`src/ablc_pkg.sv`:
```
// package for the adaptive burst limit controller
// holds widths and fixed thresholds; no dependencies
package ablc_pkg;

  localparam int unsigned LimitW = 10;
  localparam int unsigned CountW = 16;
  localparam int unsigned DrainW = 2;
  localparam int unsigned QuietW = 5;
  localparam int unsigned CalcW  = LimitW + 2;

  localparam logic [LimitW-1:0] MaxLimit       = 10'd1000;
  localparam logic [LimitW-1:0] FloorReset     = 10'd100;
  localparam logic [CountW:0]   GrowThreshold  = 17'd50;
  localparam logic [CountW:0]   DrainThreshold = 17'd30;
  localparam logic [CountW-1:0] QuietOccupancy = 16'd50;
  localparam logic [CalcW-1:0]  GrowStep       = 12'd30;
  localparam logic [CalcW-1:0]  DecayStep      = 12'd10;
  localparam logic [DrainW-1:0] DrainPeriod    = 2'd2;
  localparam logic [QuietW-1:0] QuietPeriod    = 5'd30;

  typedef logic [LimitW-1:0] limit_t;
  typedef logic [CountW-1:0] count_t;

endpackage

```
`src/adaptive_burst_limit_control.sv`:
```
// top level of the adaptive burst limit controller
// uses ablc_pkg; checker ablc_checker binds to it
//
// One sample enters per cycle while in_ready_o is high. Its new limit passes
// through an input register, the update logic, then a result register, from
// which the output side takes it under the valid/ready handshake.
// Sustained rate is one sample per clock while the output side takes results.
// The previous occupancy and the drain and quiet counters are updated as each
// sample moves into the result register, so consecutive samples chain
// correctly at full rate. The floor register is written through the
// configuration channel, which is always ready, and resets to 100.
module adaptive_burst_limit_control (
  input  logic                   clk_i,
  input  logic                   rst_ni,
  input  logic                   cfg_valid_i,
  output logic                   cfg_ready_o,
  input  ablc_pkg::limit_t       floor_limit_i,
  input  logic                   in_valid_i,
  output logic                   in_ready_o,
  input  ablc_pkg::limit_t       current_limit_i,
  input  logic                   suspended_i,
  input  ablc_pkg::count_t       queue_count_i,
  output logic                   out_valid_o,
  input  logic                   out_ready_i,
  output ablc_pkg::limit_t       new_limit_o
);

  ablc_pkg::limit_t floor_q;
  logic             in_valid_q;
  ablc_pkg::limit_t lim_q;
  logic             susp_q;
  ablc_pkg::count_t cur_q;
  logic             out_valid_q;
  ablc_pkg::limit_t out_limit_q, out_limit_d;

  ablc_pkg::count_t                   prev_q;
  logic [ablc_pkg::DrainW-1:0]        drain_q, drain_d;
  logic [ablc_pkg::QuietW-1:0]        quiet_q, quiet_d;

  ablc_pkg::count_t                   prev_eff;
  logic                               grow, drain;
  logic signed [ablc_pkg::CalcW-1:0]  lim_s, adj_s, floor_s, clamp_s;
  logic                               advance;

  assign advance     = !out_valid_q || out_ready_i;
  assign in_ready_o  = !in_valid_q || advance;
  assign cfg_ready_o = 1'b1;
  assign out_valid_o = out_valid_q;
  assign new_limit_o = out_limit_q;

  always_ff @(posedge clk_i or negedge rst_ni) begin
    if (!rst_ni) begin
      floor_q <= ablc_pkg::FloorReset;
    end else if (cfg_valid_i) begin
      floor_q <= floor_limit_i;
    end
  end

  // input register
  always_ff @(posedge clk_i or negedge rst_ni) begin
    if (!rst_ni) begin
      in_valid_q <= 1'b0;
    end else if (in_ready_o) begin
      in_valid_q <= in_valid_i;
    end
  end

  always_ff @(posedge clk_i) begin
    if (in_valid_i && in_ready_o) begin
      lim_q  <= current_limit_i;
      susp_q <= suspended_i;
      cur_q  <= queue_count_i;
    end
  end

  // update logic
  always_comb begin
    prev_eff = (prev_q == '0) ? cur_q : prev_q;
    grow     = {1'b0, cur_q} > ({1'b0, prev_eff} + ablc_pkg::GrowThreshold);
    drain    = {1'b0, prev_eff} > ({1'b0, cur_q} + ablc_pkg::DrainThreshold);
    lim_s    = $signed({2'b00, lim_q});
    floor_s  = $signed({2'b00, floor_q});
    adj_s    = lim_s;
    drain_d  = drain_q;
    quiet_d  = quiet_q;
    if (susp_q) begin
      adj_s = lim_s - $signed(ablc_pkg::DecayStep);
    end else if (grow) begin
      adj_s = lim_s + $signed(ablc_pkg::GrowStep);
    end else if (drain) begin
      if (drain_q < ablc_pkg::DrainPeriod) begin
        drain_d = drain_q + {{(ablc_pkg::DrainW-1){1'b0}}, 1'b1};
      end else begin
        adj_s   = lim_s - $signed(ablc_pkg::DecayStep);
        drain_d = '0;
      end
    end else begin
      if (quiet_q < ablc_pkg::QuietPeriod) begin
        quiet_d = quiet_q + {{(ablc_pkg::QuietW-1){1'b0}}, 1'b1};
      end else if (lim_q > floor_q && cur_q < ablc_pkg::QuietOccupancy) begin
        adj_s   = lim_s - $signed(ablc_pkg::DecayStep);
        quiet_d = '0;
      end
    end
    clamp_s     = (adj_s < floor_s) ? floor_s : adj_s;
    out_limit_d = (clamp_s > $signed({2'b00, ablc_pkg::MaxLimit})) ? ablc_pkg::MaxLimit
                                                                 : clamp_s[ablc_pkg::LimitW-1:0];
  end

  always_ff @(posedge clk_i or negedge rst_ni) begin
    if (!rst_ni) begin
      prev_q  <= '0;
      drain_q <= '0;
      quiet_q <= '0;
    end else if (in_valid_q && advance) begin
      prev_q  <= cur_q;
      drain_q <= drain_d;
      quiet_q <= quiet_d;
    end
  end

  // result register
  always_ff @(posedge clk_i or negedge rst_ni) begin
    if (!rst_ni) begin
      out_valid_q <= 1'b0;
    end else if (advance) begin
      out_valid_q <= in_valid_q;
    end
  end

  always_ff @(posedge clk_i) begin
    if (in_valid_q && advance) begin
      out_limit_q <= out_limit_d;
    end
  end

endmodule

```
`config.mk`:
```
export PLATFORM = sky130hd
export DESIGN_NAME = adaptive_burst_limit_control
export DESIGN_NICKNAME = d
export VERILOG_FILES = /design/src/ablc_pkg.sv /design/src/adaptive_burst_limit_control.sv
export SDC_FILE = /design/constraint.sdc
export NUM_CORES = 1
export LEC_CHECK = 0
export BUFFER_PORTS_ARGS = -buffer_cell sky130_fd_sc_hd__buf_2
export CORE_MARGIN = 5
export CORE_UTILIZATION = 65
export DETAILED_ROUTE_END_ITERATION = 6
export GPL_TIMING_DRIVEN = 0
export PLACE_DENSITY = 0.88
export SYNTH_ARGS = -nofsm -noshare
export SYNTH_HDL_FRONTEND = slang
export SYNTH_SLANG_ARGS = --single-unit
```
`constraint.sdc`:
```
create_clock -name clk_i -period 11.7 [get_ports clk_i]
set_clock_uncertainty 0.2 [all_clocks]
set_input_delay 0.585 -clock clk_i [delete_from_list [all_inputs] [get_ports clk_i]]
set_output_delay 0.585 -clock clk_i [all_outputs]
set_load 0.01 [all_outputs]
```
# ---- Word level (Yosys, flattened, before mapping)
# Cells that the tools add are included.
dict set report classes {
  n_addsub 6
  n_lt_le_gt_ge 8
  muxes 11
  n_bitwise 3
  n_reduce_logical 11
}
# op n
set ops {}
lappend ops {{12-bit 2-to-1 mux} 7}
lappend ops {{16-bit by 17-bit greater-than comparator with 1-bit output} 2}
lappend ops {{16-bit by 5-bit adder with 17-bit output (second input constant)} 1}
lappend ops {{16-bit by 6-bit adder with 17-bit output (second input constant)} 1}
lappend ops {{16-bit logical NOT} 1}
lappend ops {{16-bit by 6-bit less-than comparator with 1-bit output (second input constant)} 1}
lappend ops {{16-bit 2-to-1 mux} 1}
lappend ops {{12-bit by 11-bit greater-than comparator with 1-bit output (second input constant)} 1}
lappend ops {{12-bit by 11-bit less-than comparator with 1-bit output} 1}
lappend ops {{10-bit by 5-bit adder with 11-bit output (second input constant)} 1}
lappend ops {{10-bit by 4-bit subtractor with 11-bit output (second input constant)} 1}
lappend ops {{10-bit greater-than comparator} 1}
lappend ops {{5-bit 2-to-1 mux} 2}
lappend ops {{5-bit by 1-bit adder with 5-bit output (second input constant)} 1}
lappend ops {{5-bit less-than comparator (second input constant)} 1}
lappend ops {{5-bit AND reduction} 1}
lappend ops {{4-bit AND reduction} 1}
lappend ops {{1-bit logical AND} 3}
lappend ops {{1-bit NOT} 3}
lappend ops {{2-bit by 1-bit adder with 2-bit output (second input constant)} 1}
lappend ops {{1-bit logical NOT} 2}
lappend ops {{1-bit logical OR} 2}
lappend ops {{2-bit less-than comparator (second input constant)} 1}
lappend ops {{2-bit 2-to-1 mux} 1}
lappend ops {{2-bit nonzero test} 1}
dict set report word_totals {
  register_bits 72
  inputBits 42
  output_inout_bits 13
  word_cells 49
}

# ---- Depth between registers and ports, before layout
dict set report logic_depth {
  depth_word 10
  mapped_depth 40
  mapped_depth_nobuf 39
}

# ---- Worst setup path after synthesis
# Ideal clock, no wire load.
dict set report synth_timing {
  kind {reg-to-reg}
  start {reg prev_q[12]}
  end {reg out_limit_q[0] (netlist: new_limit_o[0]) (data pin)}
  setup_time_ns 0.273
  t_arrival_ns 7.484
  t_required_ns 11.227
  slack_ns 3.742
  stages_incl_launch_ff 41
  path_buffers 2
  cell_sequence {dfrtp_1 -> or4_4 -> nor4_4 -> buf_4 -> a21oi_1 -> a21boi_0 -> a21oi_1 -> nand2_1 -> nor3_1 -> nand2_1 -> nand2_1 -> o21ai_0 -> a21oi_1 -> ha_1 -> nand2_1 -> nor4_1 -> a211o_1 -> o31a_1 -> (+5 left out) -> o21a_1 -> o21a_1 -> o21a_1 -> o21ai_0 -> nand2b_1 -> a21oi_1 -> nor2b_1 -> o21ai_0 -> nand2b_1 -> a211oi_1 -> ha_1 -> clkbuf_1 -> or2_2 -> nor2_1 -> mux2i_1 -> a221o_1 -> o41ai_4 -> a21oi_1}
}
dict set report synth_via {
  elab_chain_cells 9
  elab_cells_between_ends 11
}
# element line
set synth_rtl {}
lappend synth_rtl {{start, declared} adaptive_burst_limit_control.sv:36} ;# ablc_pkg::count_t prev_q;
lappend synth_rtl {{start signal, assigned} adaptive_burst_limit_control.sv:116} ;# prev_q <= cur_q;
lappend synth_rtl {{16-bit logical NOT} adaptive_burst_limit_control.sv:78} ;# prev_eff = (prev_q == '0) ? cur_q : prev_q;
lappend synth_rtl {{16-bit 2-to-1 mux (*)} adaptive_burst_limit_control.sv:78}
lappend synth_rtl {{16-bit by 6-bit adder with 17-bit output / 16-bit by 17-bit greater-than comparator with 1-bit output (equally long branches)} {adaptive_burst_limit_control.sv:79, adaptive_burst_limit_control.sv:80}}
lappend synth_rtl {{16-bit by 17-bit greater-than comparator with 1-bit output / 12-bit 2-to-1 mux (equally long branches)} {adaptive_burst_limit_control.sv:79, adaptive_burst_limit_control.sv:90}}
lappend synth_rtl {{12-bit 2-to-1 mux (*)} adaptive_burst_limit_control.sv:88} ;# end else if (grow) begin
lappend synth_rtl {{12-bit 2-to-1 mux (*)} adaptive_burst_limit_control.sv:86} ;# if (susp_q) begin
lappend synth_rtl {{12-bit by 11-bit less-than comparator with 1-bit output} adaptive_burst_limit_control.sv:105} ;# clamp_s = (adj_s < floor_s) ? floor_s : adj_s;
lappend synth_rtl {{12-bit 2-to-1 mux (*)} adaptive_burst_limit_control.sv:105}
lappend synth_rtl {{12-bit by 11-bit greater-than comparator with 1-bit output} adaptive_burst_limit_control.sv:106} ;# out_limit_d = (clamp_s > $signed({2'b00, ablc_pkg::MaxLimit})) ? ablc_pkg::MaxLimit
lappend synth_rtl {{end signal, assigned} adaptive_burst_limit_control.sv:133} ;# out_limit_q <= out_limit_d;
lappend synth_rtl {{end, declared} adaptive_burst_limit_control.sv:34} ;# ablc_pkg::limit_t out_limit_q, out_limit_d;
# Every way passes the cells marked *; elsewhere a longest branch is shown, timed or not.
# A chain may end at the register's enable or synchronous reset.

# ---- Worst setup path after layout
dict set report layout_timing {
  start {reg prev_q[0]}
  end {reg out_limit_q[1] (netlist: new_limit_o[1]) (data pin)}
}
# Same word-level chain as after synthesis.

==> impl_metrics.tcl <==
set metrics [dict create \
    routed_via_density 6.289 \
    crit_arrival_ns 9.67 \
    via_count 4654 \
    nets 727 \
    cts_sinks 72 \
    hold_class "in2async" \
    syn_inst 567 \
    holdWs_ns 0.1277 \
    power_switching_mw 0.3193 \
    area.sequential_um2 1991 \
    core_um2 8134 \
    maxSlewViolCount 0 \
    async_flop_share_pct 48.61 \
    path_common_cell "a21oi_1" \
    cts_tree "yes" \
    clockBufferDepth 2 \
    cts_max_level 3 \
    fin_setup_tns_ns 0 \
    fp.dieW_um 100.7 \
    synth_top_cell_by_area "edfxtp_1" \
    syn_area_per_cell_um2 9.440 \
    p_int_mw 0.5576 \
    yosys_warnings 0 \
    dr.pass1.iters 7 \
    drt_iter0_markers 341 \
    num-fill-cells 608 \
    setup_viol_count_final 0 \
    fmax_ghz 0.1023 \
    ys_types 65 \
    r2r_cells 38 \
    wire_per_inst_um 17.70 \
    cts_hold_buf 0 \
    initial_core_util_pct 65.81 \
    num_antenna_cells 0 \
    grt_pass1_vias 4470 \
    gp_congestion 1.014 \
    syn-num-nets 664 \
    ant_nets 0 \
    area_growth_syn_to_layout_pct 11.64 \
    cp_max_fo 10 \
    worst_pin_slew_ns 1.231 \
    antenna_found_initial 1 \
    cpPeakStageDelay_ns 0.64 \
    cp_data_required_time_ns 11.59 \
    grtUsageTotal_pct 26.91 \
    instances_no_fill 740 \
    cts_setup_buffers 0 \
    rows 33 \
    grt_max_degree 36 \
    cts_made_buffers 9 \
    critPathKind "reg2reg" \
    synth_edf_count 37 \
    start_kind "flip-flop" \
    seq_power_share_pct 38.8 \
    clkLatencyLatePin_ns 0.36 \
    timing.final.crit_share_pct 83.59 \
    pwr-share-clk_pct 26.6 \
    rrSetupSlack_ns 1.92 \
    crit_path_top_delay_cell "or4_1" \
    ys_seq_area_share_pct 37.19 \
    die_y_um 100.7 \
    hpwl_um 10250 \
    ys_ff_latch 72 \
    grt_pass1_wl_um 21450 \
    clk_pin_slew_worst_paths_ns 0.09 \
    max_slew_margin_pct 17.91 \
    cts_root_buffer "clkbuf_8" \
    endpoint_kind "flip-flop" \
    p_leak_nw 2.597 \
    fin_crit_ns 9.780 \
    multi_input_area_um2 3122 \
    routed_wirelength_um 13100 \
    synthTopCellsByArea "edfxtp_1, dfrtp_1, ha_1" \
    switching_share_pct 36.41 \
    rsz0062_at_grt "no" \
    pwr-share-comb_pct 34.6 \
    drive_above_1_share_pct 16.54 \
    status "finished, final reports clean" \
    hold_viol 0 \
    cts_resized 0 \
    portBuffers 52 \
    dp_cells 724 \
    peakVddDrop_uv 88.98 \
    drv_cap 0 \
    synth_top_area_share_pct 20.76 \
    regToRegStartpoint "prev_q[0]$_DFFE_PN0P_" \
    remaining_drc_errors 0 \
    finalPower_mw 0.8769 \
    power_density_nw_per_um2 146.7 \
    ys.flop_type "edfxtp_1" \
    final_area_um2 5976 \
    ios 55 \
    mappedNetlistArea_um2 5353 \
    overflow 0 \
    post_dp_cell_area_um2 5744 \
    dieArea_um2 10150 \
    r2r_end "new_limit_o[1]$_SDFFCE_PN0P_" \
]
[state kept, by name, summed over array words and instances (netlist names), 2 cells and up]
| register | cells |
|---|---|
| lim_q | 10 |
| drain_q | 2 |
| prev_q | 16 |
| cur_q | 16 |
| new_limit_o | 10 |
| floor_q | 10 |
| quiet_q | 5 |
[critical path: cells and delay by family (launching register included)]
kind | cells | cell delay [ns]
AO/OA/AOI/OAI | 19 | 3.88
XOR/XNOR | 1 | 0.18
flip-flops | 1 | 0.45
AND/OR/NAND/NOR | 13 | 3.45
buffers and inverters | 2 | 0.52
adder cells (fa/ha/maj) | 3 | 0.82
[layer usage]
metal	vias to the layer above	global-route usage, %	wire (um)
li1	2210	-	-
met1	2181	37.07	5827
met2	219	41.72	5866
met3	42	5.190	1038
met4	2	10.78	354
met5	-	0	13
[power by group through the flow]
stage,Sequential [mW],Combinational [mW],Clock [mW]
floorplan,0.338,0.220,0
global placement,0.342,0.283,0
detailed placement,0.345,0.296,0
CTS,0.339,0.299,0.237
global route,0.345,0.338,0.251
finish,0.340,0.303,0.233
[synth_stat cells (2+ instances only)]
cell type and number:
inv_1 36, nand2b_1 14, mux2i_1 7, or2_2 3, a31oi_1 4, or4_1 6
and2_1 3, nand3b_1 2, a21o_1 8, nor2b_1 5, clkbuf_1 20, nor2_1 29
xnor2_1 21, dfstp_2 3, o31a_1 3, nor3_1 8, o22ai_1 3, dfrtp_1 32
mux2_2 15, nor3b_1 4, nand2_1 52, a221oi_1 3, o21ai_0 34, or3_1 6
nor4_1 11, buf_4 2, and3_1 3, o21ai_1 3, a221o_1 2, a22oi_1 4
a211o_1 4, nand3_1 18, o21a_1 4, a211oi_1 7, nand4_1 14, a32oi_1 2
o32ai_1 2, inv_2 3, a21oi_1 34, edfxtp_1 37, ha_1 55, o31ai_1 3
xor2_1 16
[cell type report]
type,count,area share (%)
buffer,23,1.570
clock buffer,9,2.073
clock inverter,7,1.801
inverter,39,2.450
multi-input combinational,433,52.24
sequential,72,33.31
tap,105,2.198
timing repair buffer,52,4.355
[placed cells by master, fill, tap and decap left out, drive strengths merged, types with 8 or more instances in the layout]
cell type,count
dfrtp,32
inv,43
xnor2,21
nor4,13
xor2,16
ha,55
buf,55
nor3,8
nand3,18
clkbuf,29
a21oi,34
nand2b,14
edfxtp,37
nand4,14
o21ai,37
nand2,52
mux2,15
nor2,30
a21o,8
[worst max path at each step]
stage / from / end / slack (ns)
after floorplan: prev_q[12]$_DFFE_PN0P_ / new_limit_o[0]$_SDFFCE_PN0P_ / 3.74
after global placement: prev_q[0]$_DFFE_PN0P_ / new_limit_o[0]$_SDFFCE_PN0P_ / 2.48
after detailed placement: prev_q[0]$_DFFE_PN0P_ / new_limit_o[1]$_SDFFCE_PN0P_ / 2.20
after CTS: prev_q[0]$_DFFE_PN0P_ / new_limit_o[1]$_SDFFCE_PN0P_ / 2.16
after global routing: prev_q[0]$_DFFE_PN0P_ / new_limit_o[2]$_SDFFCE_PN0P_ / 1.58
final: prev_q[0]$_DFFE_PN0P_ / new_limit_o[1]$_SDFFCE_PN0P_ / 1.92
[logic make-up after synthesis]
logic type               count (synthesis)  share of synthesized area, %
other                                    1                       0.07006
buffers and inverters                   62                         4.488
AO/OA/AOI/OAI                          133                         16.62
XOR/XNOR                                37                         6.054
AND/OR/NAND/NOR                        185                         18.26
flip-flops                              72                         37.19
multiplexers                            22                         4.465
adder cells (fa/ha/maj)                 55                         12.86
[through the flow]
stage,setup slack (ns),utilization [%]
after detailed placement,2.199,70.62
after floorplan,3.742,-
after global placement,2.478,70.62
final,1.920,73.47
after CTS,2.163,73.47
after global routing,1.577,73.47
(Power assumes the default switching activity.)
